`src/rtl/core/msfd_pkg.sv`:
```
// Shared types and constants for the sync frame deframer.
`timescale 1ns / 1ps

package msfd_pkg;

  localparam int unsigned HeaderBytes = 6;
  localparam int unsigned HdrIdxW     = 3;

  // register file indexes
  localparam logic [1:0] CFG_SYNC_FIRST  = 2'd0;
  localparam logic [1:0] CFG_SYNC_SECOND = 2'd1;
  localparam logic [1:0] CFG_MAX_PAYLOAD = 2'd2;

  localparam logic [7:0]  SYNC_FIRST_RST  = 8'd78;
  localparam logic [7:0]  SYNC_SECOND_RST = 8'd68;
  localparam logic [15:0] MAX_PAYLOAD_RST = 16'd4096;

  localparam logic REQ_BYTE  = 1'b0;
  localparam logic REQ_ABORT = 1'b1;

  typedef enum logic [1:0] {
    KIND_HEADER  = 2'd0,
    KIND_DATA    = 2'd1,
    KIND_TOOLONG = 2'd2,
    KIND_ABORT   = 2'd3
  } kind_e;

  typedef struct packed {
    logic [7:0]  sync_first;
    logic [7:0]  sync_second;
    logic [15:0] max_payload;
  } cfg_t;

  typedef struct packed {
    kind_e       kind;
    logic [7:0]  cmd;
    logic [7:0]  flags;
    logic [7:0]  seq;
    logic [15:0] length;
    logic [7:0]  data;
    logic        last;
  } result_t;

endpackage

```
`src/rtl/core/msfd_cfg.sv`:
```
// Configuration registers of the sync frame deframer.
`timescale 1ns / 1ps

module msfd_cfg import msfd_pkg::*; (
  input  logic        clk_i,
  input  logic        rst_ni,
  input  logic        cfg_we_i,
  input  logic [1:0]  cfg_index_i,
  input  logic [15:0] cfg_wdata_i,
  output cfg_t        cfg_o
);

  cfg_t cfg_q;

  always_ff @(posedge clk_i or negedge rst_ni) begin
    if (!rst_ni) begin
      cfg_q.sync_first  <= SYNC_FIRST_RST;
      cfg_q.sync_second <= SYNC_SECOND_RST;
      cfg_q.max_payload <= MAX_PAYLOAD_RST;
    end else if (cfg_we_i) begin
      unique case (cfg_index_i)
        CFG_SYNC_FIRST:  cfg_q.sync_first  <= cfg_wdata_i[7:0];
        CFG_SYNC_SECOND: cfg_q.sync_second <= cfg_wdata_i[7:0];
        CFG_MAX_PAYLOAD: cfg_q.max_payload <= cfg_wdata_i;
        default: ;  // unused index, write dropped
      endcase
    end
  end

  assign cfg_o = cfg_q;

endmodule

```
`src/rtl/core/msfd_parse.sv`:
```
// Frame parser: sync hunt, header collection and payload counting.
`timescale 1ns / 1ps

module msfd_parse import msfd_pkg::*; (
  input  logic       clk_i,
  input  logic       rst_ni,
  input  cfg_t       cfg_i,
  input  logic       take_i,
  input  logic       req_type_i,
  input  logic [7:0] rx_byte_i,
  output logic       res_valid_o,
  output result_t    res_o,
  output logic       in_frame_o
);

  localparam logic [1:0] PH_HUNT1   = 2'd0;
  localparam logic [1:0] PH_HUNT2   = 2'd1;
  localparam logic [1:0] PH_HEADER  = 2'd2;
  localparam logic [1:0] PH_PAYLOAD = 2'd3;

  localparam logic [HdrIdxW-1:0] HdrLast = HdrIdxW'(HeaderBytes - 1);
  localparam logic [HdrIdxW-1:0] IdxCmd  = HdrIdxW'(1);
  localparam logic [HdrIdxW-1:0] IdxFlg  = HdrIdxW'(2);
  localparam logic [HdrIdxW-1:0] IdxSeq  = HdrIdxW'(3);
  localparam logic [HdrIdxW-1:0] IdxLenH = HdrIdxW'(4);

  logic [1:0]         phase_q, phase_d;
  logic [HdrIdxW-1:0] hdr_idx_q, hdr_idx_d;
  logic [7:0]         cmd_q, cmd_d, flags_q, flags_d, seq_q, seq_d, len_hi_q, len_hi_d;
  logic [15:0]        frame_len_q, frame_len_d, pay_cnt_q, pay_cnt_d;

  logic [15:0] hdr_len;
  logic [15:0] cnt_inc;
  kind_e       kind;
  logic [7:0]  data;
  logic        last;

  assign hdr_len = {len_hi_q, rx_byte_i};
  assign cnt_inc = pay_cnt_q + 16'd1;

  always_comb begin
    phase_d     = phase_q;
    hdr_idx_d   = hdr_idx_q;
    cmd_d       = cmd_q;
    flags_d     = flags_q;
    seq_d       = seq_q;
    len_hi_d    = len_hi_q;
    frame_len_d = frame_len_q;
    pay_cnt_d   = pay_cnt_q;
    res_valid_o = 1'b0;
    kind        = KIND_HEADER;
    data        = 8'd0;
    last        = 1'b0;

    if (req_type_i == REQ_ABORT) begin
      phase_d   = PH_HUNT1;
      hdr_idx_d = '0;
      if (phase_q == PH_HEADER || phase_q == PH_PAYLOAD) begin
        res_valid_o = 1'b1;
        kind        = KIND_ABORT;
        last        = 1'b1;
      end
    end else begin
      unique case (phase_q)
        PH_HUNT1: begin
          if (rx_byte_i == cfg_i.sync_first) phase_d = PH_HUNT2;
        end
        PH_HUNT2: begin
          // second sync byte wins over a repeated first one
          if (rx_byte_i == cfg_i.sync_second) begin
            phase_d     = PH_HEADER;
            hdr_idx_d   = '0;
            cmd_d       = 8'd0;
            flags_d     = 8'd0;
            seq_d       = 8'd0;
            len_hi_d    = 8'd0;
            frame_len_d = 16'd0;
          end else if (rx_byte_i != cfg_i.sync_first) begin
            phase_d = PH_HUNT1;
          end
        end
        PH_HEADER: begin
          case (hdr_idx_q)
            IdxCmd:  cmd_d    = rx_byte_i;
            IdxFlg:  flags_d  = rx_byte_i;
            IdxSeq:  seq_d    = rx_byte_i;
            IdxLenH: len_hi_d = rx_byte_i;
            default: ;
          endcase
          if (hdr_idx_q != HdrLast) begin
            hdr_idx_d = hdr_idx_q + HdrIdxW'(1);
          end else begin
            hdr_idx_d   = '0;
            frame_len_d = hdr_len;
            res_valid_o = 1'b1;
            if (hdr_len > cfg_i.max_payload) begin
              phase_d = PH_HUNT1;
              kind    = KIND_TOOLONG;
              last    = 1'b1;
            end else if (hdr_len == 16'd0) begin
              phase_d = PH_HUNT1;
              last    = 1'b1;
            end else begin
              pay_cnt_d = 16'd0;
              phase_d   = PH_PAYLOAD;
            end
          end
        end
        default: begin
          pay_cnt_d   = cnt_inc;
          res_valid_o = 1'b1;
          kind        = KIND_DATA;
          data        = rx_byte_i;
          if (cnt_inc == frame_len_q) begin
            phase_d = PH_HUNT1;
            last    = 1'b1;
          end
        end
      endcase
    end
  end

  assign res_o.kind   = kind;
  assign res_o.cmd    = cmd_d;
  assign res_o.flags  = flags_d;
  assign res_o.seq    = seq_d;
  assign res_o.length = frame_len_d;
  assign res_o.data   = data;
  assign res_o.last   = last;

  assign in_frame_o = phase_q[1];

  always_ff @(posedge clk_i or negedge rst_ni) begin
    if (!rst_ni) begin
      phase_q     <= PH_HUNT1;
      hdr_idx_q   <= '0;
      cmd_q       <= 8'd0;
      flags_q     <= 8'd0;
      seq_q       <= 8'd0;
      len_hi_q    <= 8'd0;
      frame_len_q <= 16'd0;
      pay_cnt_q   <= 16'd0;
    end else if (take_i) begin
      phase_q     <= phase_d;
      hdr_idx_q   <= hdr_idx_d;
      cmd_q       <= cmd_d;
      flags_q     <= flags_d;
      seq_q       <= seq_d;
      len_hi_q    <= len_hi_d;
      frame_len_q <= frame_len_d;
      pay_cnt_q   <= pay_cnt_d;
    end
  end

endmodule

```
`src/rtl/core/msfd_out.sv`:
```
// Result register with valid/ready handshake toward the receiver.
`timescale 1ns / 1ps

module msfd_out import msfd_pkg::*; (
  input  logic    clk_i,
  input  logic    rst_ni,
  input  logic    load_i,
  input  result_t res_i,
  input  logic    out_ready_i,
  output logic    free_o,
  output logic    out_valid_o,
  output result_t res_o
);

  logic    valid_q, valid_d;
  result_t res_q;

  // slot frees up when the held word is taken in the same cycle
  assign free_o  = !valid_q || out_ready_i;
  assign valid_d = load_i || (valid_q && !out_ready_i);

  always_ff @(posedge clk_i or negedge rst_ni) begin
    if (!rst_ni) begin
      valid_q <= 1'b0;
    end else begin
      valid_q <= valid_d;
    end
  end

  always_ff @(posedge clk_i) begin
    if (load_i) begin
      res_q <= res_i;
    end
  end

  assign out_valid_o = valid_q;
  assign res_o       = res_q;

endmodule

```
`src/rtl/core/magic_sync_frame_deframer.sv`:
```
// Top level of the sync frame deframer.
//
// Input channel: in_valid_i/in_ready_o carry one word per handshake, either
// a received byte (req_type_i = 0, value on rx_byte_i) or an abort request
// (req_type_i = 1). Output channel: out_valid_o/out_ready_i carry result
// words: header done, payload byte, length too large, or aborted.
// Each input word yields zero or one result word. A result is registered
// and appears on the output in the cycle after its input word is accepted.
// One input word can be accepted every cycle; the single result register
// sets the throughput, and in_ready_o stays high while that register is
// empty or being drained. If the receiver stalls, the held result waits
// and in_ready_o drops until it is taken, so nothing is lost.
// Configuration: cfg_we_i writes cfg_wdata_i into the register at
// cfg_index_i (0 sync_first, 1 sync_second, 2 max_payload);
// other indexes are ignored. Write only while the block is idle.
// Reset returns the parser to hunting for the first sync byte, empties the
// result register and loads the default sync bytes and payload limit.
`timescale 1ns / 1ps

module magic_sync_frame_deframer import msfd_pkg::*; (
  input  logic        clk_i,
  input  logic        rst_ni,
  input  logic        cfg_we_i,
  input  logic [1:0]  cfg_index_i,
  input  logic [15:0] cfg_wdata_i,
  input  logic        in_valid_i,
  output logic        in_ready_o,
  input  logic        req_type_i,
  input  logic [7:0]  rx_byte_i,
  output logic        out_valid_o,
  input  logic        out_ready_i,
  output logic [1:0]  kind_o,
  output logic [7:0]  cmd_o,
  output logic [7:0]  flags_o,
  output logic [7:0]  seq_o,
  output logic [15:0] length_o,
  output logic [7:0]  data_o,
  output logic        last_o
);

  cfg_t    cfg;
  result_t res, res_q;
  logic    take, res_valid, free, in_frame;

  assign in_ready_o = free;
  assign take       = in_valid_i && free;

  msfd_cfg u_cfg (
    .clk_i      (clk_i),
    .rst_ni     (rst_ni),
    .cfg_we_i   (cfg_we_i),
    .cfg_index_i(cfg_index_i),
    .cfg_wdata_i(cfg_wdata_i),
    .cfg_o      (cfg)
  );

  msfd_parse u_parse (
    .clk_i      (clk_i),
    .rst_ni     (rst_ni),
    .cfg_i      (cfg),
    .take_i     (take),
    .req_type_i (req_type_i),
    .rx_byte_i  (rx_byte_i),
    .res_valid_o(res_valid),
    .res_o      (res),
    .in_frame_o (in_frame)
  );

  msfd_out u_out (
    .clk_i      (clk_i),
    .rst_ni     (rst_ni),
    .load_i     (take && res_valid),
    .res_i      (res),
    .out_ready_i(out_ready_i),
    .free_o     (free),
    .out_valid_o(out_valid_o),
    .res_o      (res_q)
  );

  assign kind_o   = res_q.kind;
  assign cmd_o    = res_q.cmd;
  assign flags_o  = res_q.flags;
  assign seq_o    = res_q.seq;
  assign length_o = res_q.length;
  assign data_o   = res_q.data;
  assign last_o   = res_q.last;

  // an abort always leaves the parser hunting
  a_abort_to_hunt: assert property (@(posedge clk_i) disable iff (!rst_ni)
    take && req_type_i == REQ_ABORT |=> !in_frame)
    else $error("abort did not return parser to hunt");

  // the closing word of a frame ends the frame
  a_last_ends_frame: assert property (@(posedge clk_i) disable iff (!rst_ni)
    take && res_valid && res.last |=> !in_frame)
    else $error("parser still in frame after last word");

  // a header that opens a payload carries a nonzero length
  a_open_header_len: assert property (@(posedge clk_i) disable iff (!rst_ni)
    out_valid_o && kind_o == KIND_HEADER && !last_o |-> length_o != 16'd0)
    else $error("open header with zero length");

  a_error_is_last: assert property (@(posedge clk_i) disable iff (!rst_ni)
    out_valid_o && (kind_o == KIND_TOOLONG || kind_o == KIND_ABORT) |-> last_o)
    else $error("error or abort word without last");

endmodule
```
`config.mk`:
```
export PLATFORM = sky130hd
export DESIGN_NAME = magic_sync_frame_deframer
export DESIGN_NICKNAME = d
export VERILOG_FILES = /design/src/rtl/core/msfd_pkg.sv /design/src/rtl/core/msfd_cfg.sv /design/src/rtl/core/msfd_parse.sv /design/src/rtl/core/msfd_out.sv /design/src/rtl/core/magic_sync_frame_deframer.sv
export SDC_FILE = /design/constraint.sdc
export NUM_CORES = 1
export LEC_CHECK = 0
export ABC_AREA = 0
export BUFFER_PORTS_ARGS = -buffer_cell sky130_fd_sc_hd__buf_2
export CAP_MARGIN = 10
export CORE_ASPECT_RATIO = 1.2
export CORE_MARGIN = 1.5
export CORE_UTILIZATION = 45
export CTS_BUF_LIST = sky130_fd_sc_hd__clkbuf_8 sky130_fd_sc_hd__clkbuf_16
export DETAILED_ROUTE_END_ITERATION = 8
export HOLD_SLACK_MARGIN = 0.02
export PLACE_DENSITY_LB_ADDON = 0.3
export SYNTH_ARGS = -nofsm -noshare
export SYNTH_HDL_FRONTEND = slang
export SYNTH_SLANG_ARGS = --single-unit
```
`constraint.sdc`:
```
create_clock -name clk_i -period 6 [get_ports clk_i]
set_clock_uncertainty 0.1 [all_clocks]
set_input_delay 1.8 -clock clk_i [delete_from_list [all_inputs] [get_ports clk_i]]
set_output_delay 1.8 -clock clk_i [all_outputs]
set_load 0.05 [all_outputs]
```
# == After elaboration in Yosys (flattened, before gate mapping) ==
# Cells that the tools add are included.
# totals
mem_bits_ro,0
out_inout_bits,53
mem_count,0
input_bits,32
reg_bits,153
latchBits,0
ram_bits,0
# op_classes
n_reduce_logical,23
n_div,0
add_sub_neg,2
n_eq_ne,23
order_cmp,1
bitwise_logic,2
shifts,0
mul,0
muxes,51
# op_table
op,count
2-to-1 mux 16 bit,6
2-to-1 mux 8 bit,11
one-hot mux 16 bit (2 select lines),2
one-hot mux 8 bit (2 select lines),4
2-to-1 mux 2 bit,12
adder 16 x 1 -> 16 bit (second input constant),1
equality test 16 bit,1
equality test 8 bit,2
> comparator 16 bit,1
logical NOT 16 bit,1
AND reduction 5 bit,2
2-to-1 mux 3 bit,3
2-to-1 mux 1 bit,8
inequality test 2 bit (second input constant),4
inequality test 8 bit,1
equality test 2 bit (second input constant),3
equality test 3 x 2 -> 1 bit (second input constant),2
inequality test 3 x 2 -> 1 bit (second input constant),2
inequality test 3 bit (second input constant),2
one-hot mux 2 bit (3 select lines),1
one-hot mux 3 bit (2 select lines),1
AND reduction 2 bit,3
AND reduction 6 bit,1
nonzero test 5 bit,1
other kinds (18),27

# == Longest topological paths before layout ==
# Gate-level depths: netlist (run 1).
# depth
depth_word,6
depth_mapped,12

# == Cells and area by module ==
# A second synthesis (run 1) with hierarchy kept.
# unflattened
cells_unflattened,701
hier_area_um2,7816.2
# modules_own_cells
mod,instances,cells_per_inst,area_per_inst_um2,seq_area_each_um2
msfd_parse,1,577,4993.5,1726.7
msfd_out,1,54,1579.0,1556.5
msfd_cfg,1,68,1231.2,809.5
magic_sync_frame_deframer,1,2,12.5,0.0

# == Least setup slack after synthesis (run 1) ==
# Ideal clock, no wire load.
# synth_timing
path_type,input-to-reg
start,input port out_ready_i
end,register u_out.res_o[0] (netlist name)
slack_ns,-1.365
path_buffers,3
setup_time_ns,0.523
arrival_time_ns,6.742
cell_stages,6
cell_sequence,nand2b_1 > clkdlybuf4s50_2 > nand2_1 > clkbuf_1 > buf_1 > nor3_1
# synth_via
elab_chain_cells,3
# synth_lines
element,line_no,rtl
from (decl),magic_sync_frame_deframer.sv:31,"input logic out_ready_i,"
logical OR 1 bit,msfd_out.sv:19,assign free_o = !valid_q || out_ready_i;
named net in_ready_o,magic_sync_frame_deframer.sv:27,"output logic in_ready_o,"
logical AND 1 bit,magic_sync_frame_deframer.sv:46,assign take = in_valid_i && free;
logical AND 1 bit,magic_sync_frame_deframer.sv:72,".load_i (take && res_valid),"
named net u_out.load_i,msfd_out.sv:7,"input logic load_i,"
# The timed path passes the listed nets, and every way through them passes these cells.
# A chain may end at the register's enable or synchronous reset.

# == Final worst setup path (run 1) ==
# layout_timing
start,input port rx_byte_i[7]
end,register u_parse.len_hi_q[1]
# layout_via
elab_chain_cells,3
# layout_lines
element,line_no,rtl
from (decl),magic_sync_frame_deframer.sv:29,"input logic [7:0] rx_byte_i,"
equality test 8 bit,msfd_parse.sv:70,if (rx_byte_i == cfg_i.sync_second) begin
inequality test 2 x 1 -> 1 bit (no line),-,
AND reduction 5 bit (no line),-,
to (signal assigned),msfd_parse.sv:149,len_hi_q <= len_hi_d;
to (decl),msfd_parse.sv:29,"logic [7:0] cmd_q, cmd_d, flags_q, flags_d, seq_q, seq_d, len_hi_q, len_hi_d;"
# No other way between the ends.

==> results of run 1 <==
-- sequential cells by signal, summed over array words and instances (netlist names) --
signal	count
u_cfg.cfg_o	32
u_out.out_valid_o	1
u_out.res_o	51
u_parse.cmd_q	8
u_parse.flags_q	8
u_parse.frame_len_q	16
u_parse.hdr_idx_q	3
u_parse.len_hi_q	8
u_parse.pay_cnt_q	16
u_parse.phase_q	2
u_parse.seq_q	8
-- routing by layer --
metal  up-vias  wire, um
met2       182      9300
met3        45       886
met1      2790      7820
met5         -         0
li1       2615         -
met4         0       563
-- cell usage in the layout, fill, tap and decap left out, types with 17 or more instances in the layout --
cell type | synthesis | final
buf_2 | 6 | 83
o21ai_0 | 32 | 32
nor2_1 | 30 | 30
nand2_1 | 29 | 29
mux2_2 | 54 | 54
inv_1 | 34 | 34
clkbuf_16 | 0 | 17
a22o_1 | 51 | 51
nand3_1 | 18 | 18
ha_1 | 22 | 22
a21oi_1 | 24 | 24
edfxtp_1 | 51 | 51
dfrtp_1 | 95 | 95
xnor2_1 | 25 | 25
-- through the flow --
step                power, mW  utilization (%)  hold WS [ns]  setup slack [ns]
floorplan                1.96                -         0.366             0.192
finish                   3.21             52.8         0.405              1.62
CTS                      3.24             52.8         0.405              1.63
detailed placement       2.18             49.3         0.383              1.20
global route             3.38             52.8         0.421              1.47
global placement         2.15             49.3         0.382              1.25
-- power groups by stage --
stage | clock network (mW) | registers [mW] | logic (mW)
global route | 1.12 | 1.42 | 0.846
floorplan | 0 | 1.47 | 0.487
global placement | 0 | 1.40 | 0.749
CTS | 1.07 | 1.39 | 0.774
detailed placement | 0 | 1.41 | 0.770
finish | 1.05 | 1.39 | 0.769
-- cell families after synthesis --
family / Yosys count / synth area share, %
multiplexers: 61 / 8.73
AND/OR/NAND/NOR: 157 / 10.8
adder cells (fa/ha/maj): 22 / 3.54
AO/OA/AOI/OAI: 164 / 15.7
flip-flops: 153 / 52.7
buffers and inverters: 74 / 4.22
XOR/XNOR: 38 / 4.28
-- layout make-up --
| cell class | instances | area share, % |
|---|---|---|
| flip-flops and latches | 153 | 46.0 |
| well taps | 216 | 3.04 |
| inverters | 34 | 1.44 |
| clock buffers | 17 | 4.78 |
| multi-input cells | 442 | 37.8 |
| repair buffers | 89 | 5.18 |
| clock inverters | 15 | 1.76 |
-- worst paths after layout --
path                                      start                      to  cells past startpoint
setup / recovery                   rx_byte_i[7]     u_parse.len_hi_q[1]                      8
hold / removal                 u_parse.cmd_q[6]        u_parse.cmd_q[6]                      1
setup reg to reg           u_parse.pay_cnt_q[3]          u_out.res_o[0]                      8
hold reg to reg                u_parse.cmd_q[6]        u_parse.cmd_q[6]                      1
max in group asynchronous                rst_ni  u_parse.frame_len_q[3]                      2
min in group asynchronous                rst_ni   u_parse.pay_cnt_q[15]                      1
==> impl_metrics.yaml, run 1 <==
cells_and_area:
  layout-drive-gt1-share_pct: 26.9
  multi_input_area_sq_um: 3360
  seqCellArea_sq_um: 4090
  final_cells: 966
  post-route-cell-area_sq_um: 8890
  fillers: 1453
  nets: 791
  synthToLayoutAreaGrowth_pct: 14.5
  n_antenna_cell: 0
routing:
  vias: 5632
  via_per_inst: 5.83
  drt-initial-drc-count: 378
  wl_per_cell_um: 19.2
  wl_mm: 18.6
  ant_nets: 0
  drt_first_pass_iters: 5
  drc_errors: 0
clocking:
  cts_resized: 0
  cts_setup_buffers: 0
  path_clk_slew_ns: 0.06
  hold_buffers: 0
  cts_sinks: 153
  clockBufferDepth: 2
  clk_latency_ns: 0.43
  clockRootBuffer: "clkbuf_16"
  numCtsBuffers: 17
  htree_levels: 4
  cts_tree: "built"
timing:
  setup_viol: 0
  period_share_pct: 73.0
  fin_setup_tns_ns: 0
  rsz0062_at_grt: "false"
  timing.fmax_mhz: 228
  final_max_slew_viol_count: 0
  hold_viol: 0
  tightest_slew_ns: 1.15
  min_period_ns: 4.38
  maxSlewHeadroom_pct: 23.0
power:
  pwr-share-comb_pct: 23.9
  p_sw_mw: 1.08
  p_sw_share_pct: 33.5
  p_per_area_nw_per_um2: 361
  power_frac_seq_pct: 43.4
  p_int_mw: 2.14
  clkPwrFrac_pct: 32.7
  leakagePower_nw: 3.76
  vdd_drop_max_mv: 0.186
floorplanning:
  coreArea_sq_um: 16900
  die_y_um: 147
  dieArea_sq_um: 18100
  rows: 52
  io-pin-count: 85
  initial_utilization_pct: 46.1
  dieWidth_um: 123
setup_path:
  path_buf_inv: 1
  worst_path_max_delay_cell: "nor3_2"
  crit_arrival_ns: 4.62
  end_kind: "flip-flop"
  critPathKind: "in -> reg"
  startpoint_type: "primary input"
  crit_family: "simple AND/OR/NAND/NOR gates"
  cp_max_fo: 21
  rrSetupSlack_ns: 2.72
  required_ns: 6.25
  path_cells: "buf_2, xor2_1, nor4_1, a21oi_1, or3b_1, nor3_2, nand3_1, o21ai_0"
  critical-path-max-stage-delay_ns: 0.81
synth:
  ys_ff_latch: 153
  yosysWarningCount: 0
  synth-seq-area-share_pct: 52.7
  synthTopCellsByCount: "dfrtp_1, mux2_2, a22o_1, edfxtp_1, inv_1"
  synth_area_leaders: "dfrtp_1, edfxtp_1, mux2_2, a22o_1, ha_1"
  synth_top_area_share_pct: 30.6
  synth_top_area_cell: "dfrtp_1"
  syn_area_per_cell_sq_um: 11.6
  netlist_area_sq_um: 7770
  yosysMostFrequentCell: "dfrtp_1"
  synth_edf_count: 51
  ys.flop_type: "dfrtp_1"
  synth_nets: 723
  syn_inst: 669
  async_reset_ff_share_pct: 66.7
  yosysUniqueCellTypes: 66
grt:
  top_usage_layer: "met2"
  grt_use_met2_pct: 35.8
  grt_usage_pct: 22.0
  antenna_found_initial: 0
  grt_first_pass_wirelength_mm: 30.2
  grt_pass1_vias: 5683
  grtUsageMet1_pct: 27.8
  overflow: 0
  grt_max_degree: 59
  use_met3_pct: 4.50
placement:
  dp.cells: 934
  io_buffer_count: 84
  dp_hpwl_mm: 13.2
  placed_area_sq_um: 8310
  gp_congestion: 0.843
status:
  status: "finished clean"
flow_run:
  maxCapViolations: 0
hold_path:
  hp-class: "reg -> reg"
No activity file was read; power rests on OpenSTA's default activity.
==> inputs of run 2 (changes only) <==
==> constraint.sdc (replaced) <==
create_clock -name clk_i -period 4.2 [get_ports clk_i]
set_clock_uncertainty 0.1 [all_clocks]
set_input_delay 1.26 -clock clk_i [delete_from_list [all_inputs] [get_ports clk_i]]
set_output_delay 1.26 -clock clk_i [all_outputs]
set_load 0.05 [all_outputs]
==> impl_metrics.yaml, run 2 (same netlist as run 1, synthesis figures left out) <==
setup_path:
  cp_max_fo: 6
  worst_path_max_delay_cell: "or3_1"
  path_buf_inv: 1
  path_cells: "buf_2, ha_1, and3_1, a221o_1, a221o_1, a2111oi_4, o21ai_2, or3_1, o311ai_2, o41ai_1"
  rrSetupSlack_ns: 1.06
  end_kind: "flip-flop"
  startpoint_type: "primary input"
  cp_common_cell: "a221o_1"
  crit_arrival_ns: 3.91
  critical-path-max-stage-delay_ns: 0.49
  crit_family: "compound AO/OA/AOI/OAI gates"
  required_ns: 4.40
  critPathKind: "in -> reg"
clocking:
  htree_levels: 4
  cts_setup_buffers: 0
  cts_sinks: 153
  path_clk_slew_ns: 0.06
  cts_tree: "built"
  clockRootBuffer: "clkbuf_16"
  numCtsBuffers: 17
  clockBufferDepth: 2
  hold_buffers: 0
  cts_resized: 0
  clk_latency_ns: 0.43
grt:
  grt_first_pass_wirelength_mm: 30.6
  grt_max_degree: 63
  antenna_found_initial: 0
  overflow: 0
  grt_pass1_vias: 5872
  grt_usage_pct: 22.2
routing:
  ant_nets: 0
  wl_mm: 18.7
  drt_first_pass_iters: 5
  via_per_inst: 5.76
  drc_errors: 0
  wl_per_cell_um: 19.1
  drt-initial-drc-count: 281
  vias: 5663
hold_path:
  hp-class: "reg -> reg"
timing:
  fin_setup_tns_ns: 0
  maxSlewHeadroom_pct: 39.5
  period_share_pct: 88.4
  rsz0062_at_grt: "false"
  min_period_ns: 3.71
  timing.fmax_mhz: 269
  setup_viol: 0
  tightest_slew_ns: 0.900
  final_max_slew_viol_count: 0
  hold_viol: 0
cells_and_area:
  fin_util_pct: 53.5
  layout_common_cells: "dfrtp_1, buf_2, mux2_2"
  nets: 808
  mostFrequentLayoutCell: "dfrtp_1"
  largest_reg_flops: 51
  post-route-cell-area_sq_um: 9020
  n_antenna_cell: 0
  synthToLayoutAreaGrowth_pct: 16.1
  layout-drive-gt1-share_pct: 28.4
power:
  p_int_mw: 3.10
  p_sw_mw: 1.52
  power_frac_seq_pct: 43.1
  p_per_area_nw_per_um2: 512
  clkPwrFrac_pct: 32.6
  p_sw_share_pct: 33.0
  vdd_drop_max_mv: 0.279
  pwr-share-comb_pct: 24.2
  leakagePower_nw: 3.85
status:
  status: "finished clean"
placement:
  placed_area_sq_um: 8440
  gp_congestion: 0.890
  dp_hpwl_mm: 13.3
  io_buffer_count: 84
floorplanning:
  die_y_um: 147
  rows: 52
  dieArea_sq_um: 18100
  coreArea_sq_um: 16900
  initial_utilization_pct: 46.1
  dieWidth_um: 123
  io-pin-count: 85
flow_run:
  maxCapViolations: 0
==> run 2: changes by cell type in the layout (fill, tap and decap cells not counted) <==
cell / previous run / this run
clkbuf_16: 17 / 18
inv_6: 3 / 7
clkinv_2: 1 / 2
clkinvlp_4: 2 / 1
inv_8: 4 / 1
inv_1: 34 / 35
buf_4: 6 / 23
clkinv_4: 4 / 1
==> run 2: power groups by stage <==
stage	clock network [mW]	logic (mW)	registers (mW)
6_report	1.51	1.12	1.99
3_3_place_gp	0	1.07	2.00
2_1_floorplan	0	0.697	2.10
4_1_cts	1.53	1.12	1.99
3_5_place_dp	0	1.11	2.01
5_1_grt	1.59	1.23	2.02
==> run 2: final timing paths <==
path,startpoint,endpoint,cells past startpoint
max,rx_byte_i[7],u_parse.pay_cnt_q[5],10
min,u_parse.seq_q[0],u_parse.seq_q[0],1
max reg2reg,u_cfg.cfg_o[7],u_parse.pay_cnt_q[5],10
min reg2reg,u_parse.seq_q[0],u_parse.seq_q[0],1
max in group asynchronous,rst_ni,u_cfg.cfg_o[27],2
min in group asynchronous,rst_ni,u_parse.frame_len_q[13],1
==> run 2: cell type report <==
| cell class | count | area (sq um) |
|---|---|---|
| well taps | 216 | 270 |
| clock inverters | 14 | 133 |
| inverters | 34 | 128 |
| multi-input cells | 442 | 3360 |
| clock buffers | 18 | 450 |
| fillers | 1460 | 7830 |
| flip-flops and latches | 153 | 4090 |
| repair buffers | 106 | 588 |
==> run 2: per-stage QoR <==
| stage | total power, mW | setup slack, ns | std cells | hold slack (ns) |
|---|---|---|---|---|
| after floorplan | 2.80 | 0.0589 | 669 | 0.366 |
| after global placement | 3.07 | 0.133 | 951 | 0.383 |
| after detailed placement | 3.13 | 0.0983 | 951 | 0.388 |
| after CTS | 4.64 | 0.515 | 983 | 0.409 |
| after global routing | 4.84 | 0.376 | 983 | 0.423 |
| final | 4.62 | 0.489 | 983 | 0.407 |
==> run 2: per-layer routing <==
| metal | share of wire [%] | up-vias | routed length [um] | track usage [%] |
|---|---|---|---|---|
| met2 | 50 | 158 | 9350 | 36.1 |
| met5 | 0 | - | 0 | 0 |
| met3 | 4.2 | 33 | 795 | 4.74 |
| li1 | - | 2632 | - | - |
| met1 | 43 | 2840 | 8100 | 28.7 |
| met4 | 2.6 | 0 | 482 | 8.84 |
==> inputs of run 3 (changes only) <==
--- a/config.mk
+++ b/config.mk
@@ -13,7 +13,7 @@
 export CORE_UTILIZATION = 45
 export CTS_BUF_LIST = sky130_fd_sc_hd__clkbuf_8 sky130_fd_sc_hd__clkbuf_16
 export DETAILED_ROUTE_END_ITERATION = 8
-export HOLD_SLACK_MARGIN = 0.02
+export HOLD_SLACK_MARGIN = 0.03
 export PLACE_DENSITY_LB_ADDON = 0.3
 export SYNTH_ARGS = -nofsm -noshare
 export SYNTH_HDL_FRONTEND = slang
==> constraint.sdc (replaced) <==
create_clock -name clk_i -period 4.4 [get_ports clk_i]
set_clock_uncertainty 0.1 [all_clocks]
set_input_delay 1.32 -clock clk_i [delete_from_list [all_inputs] [get_ports clk_i]]
set_output_delay 1.32 -clock clk_i [all_outputs]
set_load 0.05 [all_outputs]
==> impl_metrics.yaml, run 3 (same netlist as run 1, synthesis figures left out) <==
clocking:
  cts_setup_buffers: 0
  clk_latency_ns: 0.43
  htree_levels: 4
  numCtsBuffers: 17
  cts_resized: 0
  path_clk_slew_ns: 0.06
  hold_buffers: 0
  clockBufferDepth: 2
  cts_sinks: 153
  clockRootBuffer: "clkbuf_16"
  cts_tree: "built"
cells_and_area:
  fillers: 1417
  layout_common_cells: "dfrtp_1, buf_2, mux2_2"
  n_antenna_cell: 0
  mostFrequentLayoutCell: "dfrtp_1"
  synthToLayoutAreaGrowth_pct: 15.9
  layout-drive-gt1-share_pct: 28.0
  final_cells: 979
  nets: 804
  largest_reg_flops: 51
hold_path:
  worst_hold_startpoint: "u_cfg.cfg_o[14]"
  hp-class: "reg -> reg"
  worstHoldEndpoint: "u_cfg.cfg_o[14]"
  min_path_cells: 1
floorplanning:
  coreArea_sq_um: 16900
  dieWidth_um: 123
  dieArea_sq_um: 18100
  io-pin-count: 85
  rows: 52
  die_y_um: 147
  initial_utilization_pct: 46.1
routing:
  ant_nets: 0
  drc_errors: 0
  drt_first_pass_iters: 5
  vias: 5667
  wl_per_cell_um: 18.9
  via_per_inst: 5.79
  wl_mm: 18.5
  drt-initial-drc-count: 335
grt:
  overflow: 0
  grt_first_pass_wirelength_mm: 30.1
  grt_max_degree: 66
  grt_pass1_vias: 5810
  grt_usage_pct: 21.7
  antenna_found_initial: 0
timing:
  setup_viol: 0
  final_max_slew_viol_count: 0
  min_period_ns: 3.74
  tightest_slew_ns: 0.851
  fin_setup_tns_ns: 0
  holdWs_ns: 0.407
  timing.fmax_mhz: 267
  period_share_pct: 85.1
  rsz0062_at_grt: "false"
  maxSlewHeadroom_pct: 42.8
  hold_viol: 0
power:
  p_sw_share_pct: 32.7
  p_sw_mw: 1.45
  leakagePower_nw: 3.83
  p_per_area_nw_per_um2: 492
  vdd_drop_max_mv: 0.275
  pwr-share-comb_pct: 23.9
  clkPwrFrac_pct: 33.1
  power_frac_seq_pct: 42.9
  p_int_mw: 2.98
setup_path:
  r2r_cells: 10
  required_ns: 4.60
  r2r-end: "u_parse.pay_cnt_q[5]"
  startpoint_type: "primary input"
  cp_max_fo: 6
  critPathKind: "in -> reg"
  reg2reg_from: "u_cfg.cfg_o[7]"
  end_kind: "flip-flop"
  rrSetupSlack_ns: 1.30
  crit_arrival_ns: 3.94
placement:
  dp.cells: 947
  dp_hpwl_mm: 13.1
  io_buffer_count: 84
  gp_congestion: 0.880
flow_run:
  maxCapViolations: 0
status:
  status: "finished clean"
-- run 3: changes by cell type in the layout (fill, tap and decap cells not counted), sizes merged --
cell      change
clkbuf        -1
bufinv        +1
buf           -4
clkinvlp      +2
inv           -2
-- run 3: worst max-delay path, cell delays in order --
cell and delay (ns):
buf_2 0.11, ha_1 0.29, and3_1 0.20, a221o_1 0.35, a221o_1 0.39, a2111oi_4 0.41, o21ai_2 0.14, or3_1 0.49
o311ai_2 0.13, o41ai_1 0.12
-- run 3: cell type report --
class / count / area [sq um] / share of cell area, %
inverter: 34 / 128 / 1.42
clock inverter: 15 / 166 / 1.85
clock buffer: 17 / 425 / 4.73
tap: 216 / 270 / 3.00
timing repair buffer: 102 / 558 / 6.20
multi-input combinational: 442 / 3360 / 37.3
sequential: 153 / 4090 / 45.5
-- run 3: metal layers --
layer,vias up,GRT usage [%],share of wire [%]
li1,2620,-,-
met4,0,9.94,2.9
met3,40,5.16,5.6
met2,198,34.5,49
met1,2809,28.1,43
met5,-,0,0
-- run 3: how the worst max path moves through the flow --
stage                           end  cells after the start          from  slack, ns
2_1_floorplan        u_out.res_o[0]                      6   out_ready_i       0.20
5_1_grt        u_parse.pay_cnt_q[5]                     10  rx_byte_i[7]       0.53
3_3_place_gp   u_parse.pay_cnt_q[5]                     10  rx_byte_i[7]       0.26
3_5_place_dp   u_parse.pay_cnt_q[5]                     10  rx_byte_i[7]       0.22
4_1_cts        u_parse.pay_cnt_q[5]                     10  rx_byte_i[7]       0.67
6_report       u_parse.pay_cnt_q[5]                     10  rx_byte_i[7]       0.66
-- run 3: power by group through the flow --
| stage | combinational (mW) | clock, mW | sequential (mW) |
|---|---|---|---|
| floorplan | 0.665 | 0 | 2.01 |
| finish | 1.06 | 1.47 | 1.90 |
| global route | 1.16 | 1.55 | 1.93 |
| detailed placement | 1.06 | 0 | 1.92 |
| global placement | 1.02 | 0 | 1.91 |
| CTS | 1.06 | 1.49 | 1.90 |
-- run 3: per-stage QoR --
| step | setup slack [ns] | total power, mW | cell area, sq um | util [%] |
|---|---|---|---|---|
| after floorplan | 0.199 | 2.67 | 7780 | - |
| after global placement | 0.262 | 2.93 | 8410 | 49.9 |
| after detailed placement | 0.220 | 2.98 | 8410 | 49.9 |
| after CTS | 0.674 | 4.45 | 9000 | 53.4 |
| after global routing | 0.534 | 4.64 | 9000 | 53.4 |
| final | 0.656 | 4.42 | 9000 | 53.4 |
